--- src/lsq_pkg.sv ---
// Package: shared types and constants of the largest square of ones unit
`default_nettype none

package lsq_pkg;

	localparam int unsigned DEF_MAX_COLS = 1024;
	localparam int unsigned DEF_MAX_ROWS = 1024;
	localparam int unsigned DIM_W        = 11;
	localparam logic [DIM_W-1:0] DIM_RESET = 11'd1024;

	typedef enum logic [0:0] {
		REG_NUM_ROWS = 1'b0,
		REG_NUM_COLS = 1'b1
	} lsq_reg_t;

	typedef struct packed {
		logic [DIM_W-1:0] best_side;
		logic [DIM_W-1:0] top_row;
		logic [DIM_W-1:0] left_col;
		logic             frame_done;
	} lsq_result_t;

endpackage

`default_nettype wire

--- src/lsq_out_skid.sv ---
// Result register with a skid entry so input keeps flowing under a stall
`default_nettype none

module lsq_out_skid (
	input  wire logic                 clk,
	input  wire logic                 arst_n,
	input  wire logic                 push,
	input  wire lsq_pkg::lsq_result_t push_res,
	input  wire logic                 res_stall,
	output logic                      res_valid,
	output lsq_pkg::lsq_result_t      res,
	output logic                      full
);

	logic                 out_valid_q, skid_valid_q;
	lsq_pkg::lsq_result_t out_q, skid_q;
	logic                 out_free;

	assign out_free  = !out_valid_q || !res_stall;
	assign res_valid = out_valid_q;
	assign res       = out_q;
	assign full      = skid_valid_q;

	always_ff @(posedge clk or negedge arst_n) begin
		if (!arst_n) begin
			out_valid_q  <= 1'b0;
			skid_valid_q <= 1'b0;
		end else begin
			if (out_free) begin
				out_valid_q  <= skid_valid_q || push;
				skid_valid_q <= skid_valid_q && push;
			end else if (push) begin
				skid_valid_q <= 1'b1;
			end
		end
	end

	always_ff @(posedge clk) begin
		if (out_free) begin
			if (skid_valid_q) begin
				out_q <= skid_q;
				if (push) begin
					skid_q <= push_res;
				end
			end else if (push) begin
				out_q <= push_res;
			end
		end else if (push) begin
			skid_q <= push_res;
		end
	end

endmodule

`default_nettype wire

--- config.mk ---
export PLATFORM = sky130hd
export DESIGN_NAME = lsq_out_skid
export DESIGN_NICKNAME = d
export VERILOG_FILES = /design/src/lsq_pkg.sv /design/src/lsq_out_skid.sv
export SDC_FILE = /design/constraint.sdc
export NUM_CORES = 1
export LEC_CHECK = 0
export BUFFER_PORTS_ARGS = -buffer_cell sky130_fd_sc_hd__buf_2
export CAP_MARGIN = 25
export CORE_MARGIN = 4
export CORE_UTILIZATION = 40
export CTS_CLUSTER_SIZE = 24
export DETAILED_ROUTE_END_ITERATION = 10
export PLACE_DENSITY = 0.66
export SETUP_SLACK_MARGIN = 0.2
export SLEW_MARGIN = 20
export SYNTH_ARGS = -nofsm -noshare
export SYNTH_HDL_FRONTEND = slang
export SYNTH_SLANG_ARGS = --single-unit
--- constraint.sdc ---
create_clock -name clk -period 2.4 [get_ports clk]
set_clock_uncertainty 0.05 [all_clocks]
set_input_delay 0.24 -clock clk [delete_from_list [all_inputs] [get_ports clk]]
set_output_delay 0.24 -clock clk [all_outputs]
set_load 0.02 [all_outputs]
==> flow_summary.yaml <==
run_status:
  status: "finished, final reports clean"
cells_and_area:
  drive_gt1_share_pct: 62.7
  areaGrowthSynthToFinish_pct: 23.3
  diodes: 0
  nets: 237
sta:
  drv_slew: 0
  period_minus_slack_ps: 1650
  relSlewSlack_pct: 69.2
  hold_violations: 0
  rsz0062_at_grt: "no"
  fin_setup_tns_ps: 0
  tightest_slew_ps: 462
  period_share_pct: 68.9
  hold-worst-slack_ps: 45.8
  fmax_mhz: 605
  finalSetupViolations: 0
placed_design:
  port-buffer-count: 73
  finalWeightedCongestion: 0.649
  dp_hpwl_mm: 3.00
cts:
  htreeDepth: 3
  clockBufferDepth: 2
  cts.clk_slew.worst_paths_ps: 70
  clkSinkCount: 70
  cts_setup_buffers: 0
  cts_tree: "yes"
  cts_made_buffers: 9
  root_buffer: "clkbuf_8"
  clk_latency_ps: 330
setup_path:
  r2r_end: "skid_q[13]"
  crit_type: "reg -> reg"
  r2r_start: "res_valid"
  cp.arrival_ps: 1640
  rrSetupSlack_ps: 750
  crit_path_max_fanout: 19
  cp-start-kind: "flop"
  required_ps: 2390
  ff2ff_path_depth: 3
  endpoint_kind: "flop"
  startpoint: "res_valid"
grt:
  grt_pass1_wl_mm: 6.96
  groute.usage.overall_pct: 12.1
  grt_max_degree: 35
  antenna_found_initial: 0
  first_global_vias: 1370
  grt_remaining_overflow: 0
yosys:
  synth_top_area_share_pct: 76.7
  synthTopCellsByCount: "68 x edfxtp_1, 28 x mux2_4, 6 x mux2_2, 4 x buf_6"
  synth_most_common_cell: "edfxtp_1"
  ys_types: 10
  synth_edf_count: 68
  syn_avg_cell_area_um2: 23.4
  syn_inst: 114
  syn_area_um2: 2660
  synth_largest_area_cell: "edfxtp_1"
  synth_warnings: 0
  yosysSeqAreaShare_pct: 78.5
  async_flop_share_pct: 2.86
  syn_nets: 152
  synth_flop_cell: "edfxtp_1"
  ys_seq_elements: 70
  ys_top_cells_by_area: "edfxtp_1 77%, mux2_4 16%, mux2_2 2.5%"
worst_hold_path:
  hp-class: "in -> reg"
  whs_endpoint: "skid_q[2]"
  min_from: "push_res[2]"
  whs_path_depth: 1
routing:
  drc: 0
  drt-initial-drc-count: 41
  drt_wl_total_mm: 4.46
  wl_per_cell_um: 16.0
  firstDrtPassIters: 4
  ant_nets: 0
  vias: 1288
  via_per_inst: 4.63
run:
  drv_cap: 0
floorplan:
  initial_core_util_pct: 41.5
  die_area_um2: 8030
  die_w_um: 89.6
  die_height_um: 89.6
  ioPinCount: 74
  design.core.area_um2: 6420
  row_count: 29
power_and_ir_drop:
  vdd_ir_drop_max_v: 0.000374
  cellLeakagePower_nw: 1.32
  power.density_nw_per_um2: 815
  power.total_mw: 2.68
how the worst max path moves through the flow:
stage	endpoint	slack [ps]
floorplan	skid_q[0]	320
global placement	skid_q[32]	780
detailed placement	skid_q[31]	730
CTS	skid_q[27]	710
global route	skid_q[24]	640
finish	skid_q[13]	750
power breakdown:
part	switching, mW	total, mW	internal (mW)
combinational	0.232	0.424	0.192
clock	0.387	0.733	0.346
sequential	0.0304	1.52	1.49
worst max-delay path: stages, from the launching register on:
cell     delay [ps]
dfrtp_1         350
and2_0          280
o21a_2          450
buf_12          220
registers in the layout, summed over array words and instances (netlist names):
name / flops
res: 34
skid_q: 34
full: 1
res_valid: 1
kinds of logic (layout without fill, tap and decap cells):
kind of cell | Yosys count | count (layout) | synth area share (%)
AOI/OAI and AO/OA | 1 | 1 | 0.282
adders and majority gates | 1 | 1 | 0.423
buffers and inverters | 4 | 91 | 1.69
DFF | 70 | 70 | 78.5
muxes | 34 | 34 | 18.3
and+or+nand+nor | 4 | 4 | 0.752
final cells by class:
| type | count | area (µm²) |
|---|---|---|
| Sequential cell | 70 | 2090 |
| Multi-Input combinational cell | 40 | 536 |
| Timing Repair Buffer | 78 | 418 |
| Fill cell | 529 | 3140 |
| Clock buffer | 9 | 124 |
| Clock inverter | 4 | 17.5 |
| Tap cell | 77 | 96.3 |
through the flow:
step	util, %	worst slack (ps)	instance area (µm²)	std cells
after floorplan	-	322	2670	114
after global placement	48.8	776	3130	264
after detailed placement	48.8	731	3130	264
after CTS	51.1	709	3280	278
after global routing	51.1	639	3280	278
final	51.1	746	3280	278
routing by layer:
metal	global-route usage, %	vias up	routed length, µm
li1	-	616	-
met1	15.1	610	2050
met2	17.6	55	1870
met3	5.38	7	464
met4	6.50	0	71
met5	0	-	0
layout by cell type (no fill, tap or decap):
cell / n
buf_2: 73
edfxtp_1: 68
mux2_4: 28
clkbuf_8: 9
mux2_2: 6
buf_4: 3
clkinv_1: 2
clkinv_2: 2
nor2_1: 1
and2_0: 1
nor2_4: 1
o21a_2: 1
nand2b_1: 1
maj3_2: 1
dfrtp_2: 1
dlygate4sd3_1: 1
buf_12: 1
dfrtp_1: 1
repair_timing:
action,CTS,global route
hold buffers,1,0
gates resized for setup,0,0
hold endpoints to repair,2,0
Note: power is estimated with default switching activity, not from simulation.
