<file path="config.mk">
export PLATFORM = sky130hd
export DESIGN_NAME = lsq_cell_core
export DESIGN_NICKNAME = d
export VERILOG_FILES = /design/src/lsq_pkg.sv /design/src/lsq_cell_core.sv
export SDC_FILE = /design/constraint.sdc
export NUM_CORES = 1
export LEC_CHECK = 0
export BUFFER_PORTS_ARGS = -buffer_cell sky130_fd_sc_hd__buf_2
export CELL_PAD_IN_SITES_DETAIL_PLACEMENT = 1
export CELL_PAD_IN_SITES_GLOBAL_PLACEMENT = 2
export CORE_MARGIN = 1
export CORE_UTILIZATION = 32
export DETAILED_ROUTE_END_ITERATION = 8
export GPL_ROUTABILITY_DRIVEN = 0
export PLACE_DENSITY = 0.77
export SLEW_MARGIN = 10
export SYNTH_ARGS = -nofsm -noshare
export SYNTH_HDL_FRONTEND = slang
export SYNTH_SLANG_ARGS = --single-unit
export TNS_END_PERCENT = 5
</file>
<file path="constraint.sdc">
create_clock -name clk -period 10.2 [get_ports clk]
set_input_delay 1.53 -clock clk [delete_from_list [all_inputs] [get_ports clk]]
set_output_delay 1.53 -clock clk [all_outputs]
set_load 0.1 [all_outputs]
</file>
<file path="src/lsq_pkg.sv">
// Package: shared types and constants of the largest square of ones unit
`default_nettype none

package lsq_pkg;

	localparam int unsigned DEF_MAX_COLS = 1024;
	localparam int unsigned DEF_MAX_ROWS = 1024;
	localparam int unsigned DIM_W        = 11;
	localparam logic [DIM_W-1:0] DIM_RESET = 11'd1024;

	typedef enum logic [0:0] {
		REG_NUM_ROWS = 1'b0,
		REG_NUM_COLS = 1'b1
	} lsq_reg_t;

	typedef struct packed {
		logic [DIM_W-1:0] best_side;
		logic [DIM_W-1:0] top_row;
		logic [DIM_W-1:0] left_col;
		logic             frame_done;
	} lsq_result_t;

endpackage

`default_nettype wire

</file>
<file path="src/lsq_cell_core.sv">
// Per-cell recurrence, raster counters and running best square
`default_nettype none

module lsq_cell_core #(
	parameter int unsigned MAX_COLS = lsq_pkg::DEF_MAX_COLS,
	parameter int unsigned MAX_ROWS = lsq_pkg::DEF_MAX_ROWS,
	parameter int unsigned COL_W    = 10,
	parameter int unsigned ROW_W    = 10,
	parameter int unsigned SIDE_W   = 11
) (
	input  wire logic                            clk,
	input  wire logic                            arst_n,
	input  wire logic                            acc,
	input  wire logic                            cell_bit,
	input  wire logic [lsq_pkg::DIM_W-1:0]       num_rows,
	input  wire logic [lsq_pkg::DIM_W-1:0]       num_cols,
	input  wire logic [SIDE_W-1:0]               up_raw,
	output logic      [COL_W-1:0]                wr_addr,
	output logic      [SIDE_W-1:0]               wr_data,
	output logic      [COL_W-1:0]                rd_addr,
	output lsq_pkg::lsq_result_t                 res
);

	localparam int unsigned DW  = lsq_pkg::DIM_W;
	localparam int unsigned CDW = (COL_W + 1 > DW) ? COL_W + 1 : DW;
	localparam int unsigned RDW = (ROW_W + 1 > DW) ? ROW_W + 1 : DW;

	logic [COL_W-1:0]  col_q;
	logic [ROW_W-1:0]  row_q;
	logic [SIDE_W-1:0] left_q, diag_q, best_size_q;
	logic [DW-1:0]     best_row_q, best_col_q;

	logic [CDW-1:0]    cols_eff;
	logic [RDW-1:0]    rows_eff;
	logic [SIDE_W-1:0] up, left, diag, m_ul, m_all, side;
	logic              row_end, frame_end, take;
	logic [SIDE_W-1:0] best_size_nxt;
	logic [DW-1:0]     best_row_nxt, best_col_nxt;

	// zero acts as one, anything above the maximum acts as the maximum
	always_comb begin
		if (num_cols == '0) begin
			cols_eff = CDW'(1);
		end else if (CDW'(num_cols) > CDW'(MAX_COLS)) begin
			cols_eff = CDW'(MAX_COLS);
		end else begin
			cols_eff = CDW'(num_cols);
		end
		if (num_rows == '0) begin
			rows_eff = RDW'(1);
		end else if (RDW'(num_rows) > RDW'(MAX_ROWS)) begin
			rows_eff = RDW'(MAX_ROWS);
		end else begin
			rows_eff = RDW'(num_rows);
		end
	end

	always_comb begin
		up    = (row_q != '0) ? up_raw : '0;
		left  = (col_q != '0) ? left_q : '0;
		diag  = (row_q != '0 && col_q != '0) ? diag_q : '0;
		m_ul  = (up < left) ? up : left;
		m_all = (m_ul < diag) ? m_ul : diag;
		side  = cell_bit ? m_all + SIDE_W'(1) : '0;

		row_end   = (CDW'(col_q) + CDW'(1)) >= cols_eff;
		frame_end = row_end && ((RDW'(row_q) + RDW'(1)) >= rows_eff);

		// ties move the best too, so the last one in raster order wins
		take          = side >= best_size_q;
		best_size_nxt = take ? side : best_size_q;
		best_row_nxt  = take ? DW'(row_q) + DW'(2) - DW'(side) : best_row_q;
		best_col_nxt  = take ? DW'(col_q) + DW'(2) - DW'(side) : best_col_q;

		res.best_side  = DW'(best_size_nxt);
		res.top_row    = best_row_nxt;
		res.left_col   = best_col_nxt;
		res.frame_done = frame_end;

		wr_addr = col_q;
		wr_data = side;
		if (acc) begin
			rd_addr = row_end ? '0 : col_q + COL_W'(1);
		end else begin
			rd_addr = col_q;
		end
	end

	always_ff @(posedge clk or negedge arst_n) begin
		if (!arst_n) begin
			col_q       <= '0;
			row_q       <= '0;
			left_q      <= '0;
			diag_q      <= '0;
			best_size_q <= '0;
			best_row_q  <= DW'(1);
			best_col_q  <= DW'(1);
		end else if (acc) begin
			if (frame_end) begin
				col_q       <= '0;
				row_q       <= '0;
				left_q      <= '0;
				diag_q      <= '0;
				best_size_q <= '0;
				best_row_q  <= DW'(1);
				best_col_q  <= DW'(1);
			end else begin
				best_size_q <= best_size_nxt;
				best_row_q  <= best_row_nxt;
				best_col_q  <= best_col_nxt;
				if (row_end) begin
					col_q  <= '0;
					row_q  <= row_q + ROW_W'(1);
					left_q <= '0;
					diag_q <= '0;
				end else begin
					col_q  <= col_q + COL_W'(1);
					left_q <= side;
					diag_q <= up;
				end
			end
		end
	end

endmodule

`default_nettype wire

</file>
==> results of run 1 <==
[stage by stage]
stage / cells / hold WS, ps / setup slack (ps) / utilization, %
final: 1315 / 490 / 136 / 46.9
after global routing: 1315 / 513 / -147 / 46.9
after CTS: 1297 / 490 / 11.5 / 43.4
after detailed placement: 1269 / 472 / -341 / 40.8
after global placement: 1269 / 459 / -251 / 40.8
after floorplan: 881 / 448 / -304 / -
[worst paths after layout]
| check | start | end | depth (start not counted) |
|---|---|---|---|
| max | wr_addr[0] | res[27] | 41 |
| min | best_col_q[10] | best_col_q[10] | 1 |
| max reg2reg | wr_addr[0] | best_size_q[2] | 42 |
| min reg2reg | best_col_q[10] | best_col_q[10] | 1 |
| max in group asynchronous | arst_n | row_q[0] | 2 |
| min in group asynchronous | arst_n | diag_q[7] | 1 |
[cells in the mapped netlist (3+ instances only)]
cell,instances,area share [%]
nor4_1,8,0.69
or2_2,4,0.35
buf_2,7,0.48
o21ai_1,8,0.55
o2bb2ai_1,5,0.60
mux2i_1,8,1.1
o21ai_2,3,0.36
nor2b_1,15,1.3
xor2_1,13,1.6
a21oi_1,35,2.4
nand2_1,110,5.7
and2_1,12,1.0
nor2_1,26,1.3
a31o_2,9,1.1
mux2_2,12,1.9
o21bai_1,5,0.52
o31ai_1,8,0.83
inv_1,74,3.8
nand3_1,46,3.2
and3_1,11,0.95
buf_1,3,0.16
a32o_1,6,0.83
clkinv_1,3,0.16
a211o_1,3,0.36
a22o_1,11,1.3
o21a_1,4,0.41
nand4_1,21,1.8
a211oi_1,4,0.41
nand2b_1,11,0.95
o21ai_0,76,5.3
xnor2_1,41,5.0
ha_1,95,16
nor3_1,10,0.69
a21o_1,16,1.7
dfrtp_1,73,25
clkbuf_1,32,1.7
[sequential cells by signal, indices dropped and copies added (netlist names)]
name and cells:
best_size_q 11, diag_q 11, best_col_q 11, best_row_q 11, row_q 10, left_q 11, wr_addr 10
[worst max-delay path, delay by kind of cell, from the launching register on]
kind	cells	cell delay (ps)
XOR/XNOR	1	190
buffers and inverters	8	1080
AND/OR/NAND/NOR	10	2130
flip-flops	1	430
multiplexers	1	360
AO/OA/AOI/OAI	16	2920
adder cells (fa/ha/maj)	5	990
[kinds of logic (layout without fill, tap and decap cells)]
kind of cell,after synthesis,in the layout
compound gates,222,222
xor+xnor,55,55
fa+ha+maj,98,98
buf+inv,121,274
flops,75,75
mux,21,21
simple gates,289,290
[area by class of cell]
class	instances	area share (%)
Clock inverter	6	0.909
Inverter	77	2.89
Sequential cell	75	18.3
Timing Repair Buffer	181	16.9
Clock buffer	10	2.32
Tap cell	280	3.39
Multi-Input combinational cell	686	55.3
[routing by layer]
| layer | vias up | GRT usage (%) | wire [um] |
|---|---|---|---|
| met2 | 177 | 39.5 | 13700 |
| met3 | 36 | 3.81 | 1080 |
| met1 | 3596 | 29.8 | 12200 |
| met5 | - | 0 | 0 |
| met4 | 0 | 6.59 | 586 |
| li1 | 3425 | - | - |
[repair_timing]
item	in CTS	in global routing
setup endpoints to repair	33	33
resized for setup	29	117
gates cloned	2	2
pin swaps	6	47
hold endpoints to repair	0	0
buffers inserted	10	16
==> impl_metrics.env, run 1 <==
export IMPL_firstDrtPassIters=8
export IMPL_final_common_cell="nand2_1"
export IMPL_worstPathRequired_ps=8670
export IMPL_antenna_left=0
export IMPL_ys_seq_elements=75
export IMPL_timing_hold_violations_final=0
export IMPL_synth_nets=1015
export IMPL_drv_max_cap_violation_count=0
export IMPL_route_detailed_drc=1
export IMPL_clock_tree_root_cell="clkbuf_16"
export IMPL_violated_checks="DRC"
export IMPL_syn_instance_count=881
export IMPL_wl_per_cell_um=20.9
export IMPL_crit_path_end_kind="output port"
export IMPL_most_common_layout_cells="nand2_1, ha_1, inv_1, buf_2, buf_4"
export IMPL_detailroute_via_count=7234
export IMPL_async_flop_share_pct=100
export IMPL_area_growth_syn_to_layout_pct=42.5
export IMPL_htreeDepth=3
export IMPL_die_width_um=152
export IMPL_die_h_um=152
export IMPL_drc_marker_count_from_the_first_detailed_route_iteration=353
export IMPL_post_route_period_util_pct=98.7
export IMPL_synth_top_flop_cell="dfrtp_1"
export IMPL_critical_path_max_stage_delay_ps=480
export IMPL_grt_antenna_before_repair=0
export IMPL_worst_endpoint_arrival_ps=8530
export IMPL_multi_input_area_um2=5710
export IMPL_drt_wl_total_mm=27.5
export IMPL_grt_remaining_overflow=0
export IMPL_finClkSkew_ps=11.0
export IMPL_finalInstanceArea_um2=10300
export IMPL_slew_headroom_pct=25.0
export IMPL_number_of_enable_type_register_cells_in_the_synthesized_netlist=0
export IMPL_worstSetupPathType="reg -> out"
export IMPL_period_needed_ps=10060
export IMPL_register_area_um2=1890
export IMPL_timing_final_setup_violations=0
export IMPL_compound_gate_portion_of_the_synthesized_area_pct=20.7
export IMPL_initial_core_utilization_pct=32.9
export IMPL_die_area_um2=23200
export IMPL_hold_buffers=0
export IMPL_clkLatencyLatePin_ps=360
export IMPL_num_antenna_cells=0
export IMPL_slowest_stage="or3_4"
export IMPL_clock_fmax_ghz=0.0994
export IMPL_synth_xor_xnor_area_share_pct=6.76
export IMPL_synth_yosys_warnings=0
export IMPL_yosysUniqueCellTypes=77
export IMPL_mappedNetlistArea_um2=7240
export IMPL_hp_class="reg -> reg"
export IMPL_drt_vias_per_instance=5.50
export IMPL_tritoncts="yes"
export IMPL_cts_buffer_depth=2
export IMPL_outcome="finished, violations left"
export IMPL_first_global_vias=7321
export IMPL_drive_gt1_share_pct=34.7
export IMPL_tightest_slew_ps=1120
export IMPL_clock_sinks=75
export IMPL_worst_setup_path_start_kind="flip-flop"
export IMPL_dpl_cell_area_um2=8980
export IMPL_grt_first_pass_wirelength_mm=41.6
export IMPL_post_synthesis_share_of_cell_area_spent_on_and_or_nand_and_nor_gates_pct=19.8
export IMPL_main_combinational_cell_family_by_area_after_synthesis="compound AO/OA/AOI/OAI gates"
export IMPL_timing_setup_tns_ps=0
export IMPL_synth_avg_cell_area_um2=8.22
export IMPL_number_of_nets_in_the_layout=1164
export IMPL_register_area_share_after_synthesis_pct=26.0
export IMPL_finalMaxSlewViolations=0
export IMPL_cts_reportedPaths_clkPinSlew_ps=70
export IMPL_row_count=54
export IMPL_synth_mux_area_fraction_pct=3.18
export IMPL_fill_cells=2531
export IMPL_worst_r2r_setup_slack_ps=1390
export IMPL_critical_path_most_common_cell="ha_4"
export IMPL_ios=102
export IMPL_cts_inserted_buffers=9
export IMPL_setup_repair_after_global_routing_missed_its_margin="true"
export IMPL_place_detailed_hpwl_mm=20.0
export IMPL_overall_fraction_of_global_route_tracks_in_use_pct=23.1
export IMPL_grt_max_degree=63
export IMPL_port_buffers=101
export IMPL_design_core_area_um2=22000
export IMPL_yosys_area_share_adder_pct=17.1
export IMPL_crit_fanout=8
Power of run 1 is left out: the tool's default activity adds up to more than one toggle a clock period on the data nets, which glitch-free logic cannot reach.
==> inputs of run 2 (changes only) <==
--- a/config.mk
+++ b/config.mk
@@ -11,7 +11,9 @@
 export CORE_MARGIN = 1
 export CORE_UTILIZATION = 32
+export CTS_BUF_LIST = sky130_fd_sc_hd__clkbuf_8
 export DETAILED_ROUTE_END_ITERATION = 8
 export GPL_ROUTABILITY_DRIVEN = 0
 export PLACE_DENSITY = 0.77
+export REMOVE_ABC_BUFFERS = 1
 export SLEW_MARGIN = 10
 export SYNTH_ARGS = -nofsm -noshare
==> constraint.sdc (replaced) <==
create_clock -name clk -period 10.2 [get_ports clk]
set_input_delay 1.53 -clock clk [delete_from_list [all_inputs] [get_ports clk]]
set_output_delay 1.53 -clock clk [all_outputs]
set_load 0.01 [all_outputs]
==> impl_metrics.env, run 2 (same netlist as run 1, synthesis figures left out) <==
export IMPL_antenna_left=0
export IMPL_clkLatencyLatePin_ps=370
export IMPL_timing_hold_violations_final=0
export IMPL_worstPathRequired_ps=8670
export IMPL_drv_max_cap_violation_count=0
export IMPL_overall_fraction_of_global_route_tracks_in_use_pct=22.8
export IMPL_detailroute_via_count=7138
export IMPL_most_common_layout_cells="nand2_1, buf_2, buf_4"
export IMPL_drc_marker_count_from_the_first_detailed_route_iteration=291
export IMPL_number_of_nets_in_the_layout=1178
export IMPL_hp_class="reg -> reg"
export IMPL_route_detailed_drc=0
export IMPL_cts_buffer_depth=2
export IMPL_clock_tree_root_cell="clkbuf_8"
export IMPL_cts_inserted_buffers=9
export IMPL_htreeDepth=3
export IMPL_period_needed_ps=9910
export IMPL_die_width_um=152
export IMPL_worstSetupPathType="reg -> out"
export IMPL_worst_endpoint_arrival_ps=8380
export IMPL_initial_core_utilization_pct=32.9
export IMPL_first_global_vias=7294
export IMPL_finClkSkew_ps=13.6
export IMPL_outcome="finished, final reports clean"
export IMPL_wl_per_cell_um=20.4
export IMPL_critical_path_max_stage_delay_ps=410
export IMPL_crit_fanout=7
export IMPL_grt_antenna_before_repair=0
export IMPL_tightest_slew_ps=972
export IMPL_clock_sinks=75
export IMPL_grt_first_pass_wirelength_mm=41.3
export IMPL_crit_path_end_kind="output port"
export IMPL_row_count=54
export IMPL_slew_headroom_pct=35.1
export IMPL_final_common_cell="nand2_1"
export IMPL_drive_gt1_share_pct=30.7
export IMPL_timing_hold_ws_ps=493
export IMPL_worst_slack_ps=293
export IMPL_slowest_stage="dfrtp_1"
export IMPL_pre_cts_ws_ps=-263
export IMPL_drt_wl_total_mm=27.1
export IMPL_tritoncts="yes"
export IMPL_ios=102
export IMPL_place_detailed_hpwl_mm=20.5
export IMPL_worst_setup_path_start_kind="flip-flop"
export IMPL_finalMaxSlewViolations=0
export IMPL_clock_fmax_ghz=0.101
export IMPL_die_h_um=152
export IMPL_port_buffers=101
export IMPL_num_antenna_cells=0
export IMPL_post_route_period_util_pct=97.1
export IMPL_critical_path_most_common_cell="ha_4"
export IMPL_timing_final_setup_violations=0
export IMPL_drt_vias_per_instance=5.37
export IMPL_area_growth_syn_to_layout_pct=28.6
export IMPL_design_core_area_um2=22000
export IMPL_firstDrtPassIters=7
export IMPL_grt_remaining_overflow=0
export IMPL_grt_max_degree=70
export IMPL_die_area_um2=23200
export IMPL_cts_reportedPaths_clkPinSlew_ps=100
run 2: path summary, 6_finish.rpt:
check / slack [ps] / end / startpoint / cells past startpoint
worst max register to register: 1880 / best_size_q[10] / wr_addr[0] / 42
worst min-delay path: 490 / best_row_q[6] / best_row_q[6] / 2
max in group asynchronous: 8020 / row_q[1] / arst_n / 2
worst max-delay path: 290 / res[11] / wr_addr[0] / 41
min in group asynchronous: 960 / diag_q[5] / arst_n / 1
worst min register to register: 490 / best_row_q[6] / best_row_q[6] / 2
run 2: metal layers:
metal | global-route usage, % | vias to the layer above | wire length (um)
met4 | 5.72 | 0 | 471
met5 | 0 | - | 0
met3 | 3.56 | 28 | 994
met1 | 29.3 | 3518 | 12200
met2 | 39.8 | 149 | 13400
li1 | - | 3443 | -
run 2: critical path: cells and delay by family (launching register included):
family	cells	cell delay, ps
muxes	1	250
xor gates and xnor gates	3	400
and+or+nand+nor	10	2070
adders and majority gates	6	1310
buffers and inverters	4	540
DFF	1	410
AOI/OAI and AO/OA	17	3020
run 2: per-stage QoR:
| step | util [%] | setup TNS [ps] | cell area [um^2] | cells |
|---|---|---|---|---|
| 3_3_place_gp | 38.4 | 0 | 8450 | 1287 |
| 2_1_floorplan | - | -59870 | 7060 | 837 |
| 4_1_cts | 40.0 | 0 | 8820 | 1307 |
| 3_5_place_dp | 38.4 | -3610 | 8450 | 1287 |
| 5_1_grt | 42.3 | -545 | 9320 | 1329 |
| 6_report | 42.3 | 0 | 9320 | 1329 |
run 2: area by class of cell:
cell class / instances / area [um^2]
Sequential cell: 75 / 1880
Clock buffer: 10 / 138
Fill cell: 2665 / 12700
Multi-Input combinational cell: 686 / 5330
Tap cell: 280 / 350
Inverter: 77 / 293
Timing Repair Buffer: 195 / 1240
Clock inverter: 6 / 88.8
run 2: what timing repair did:
| action | 4_1_cts | 5_1_grt |
|---|---|---|
| buffers inserted | 3 | 22 |
| gates cloned | 1 | 0 |
| resized for setup | 26 | 71 |
| pin swaps | 5 | 37 |
| hold buffers | 0 | 0 |
| endpoints found under the setup margin | 33 | 33 |
Power of run 2 is left out for the same reason.
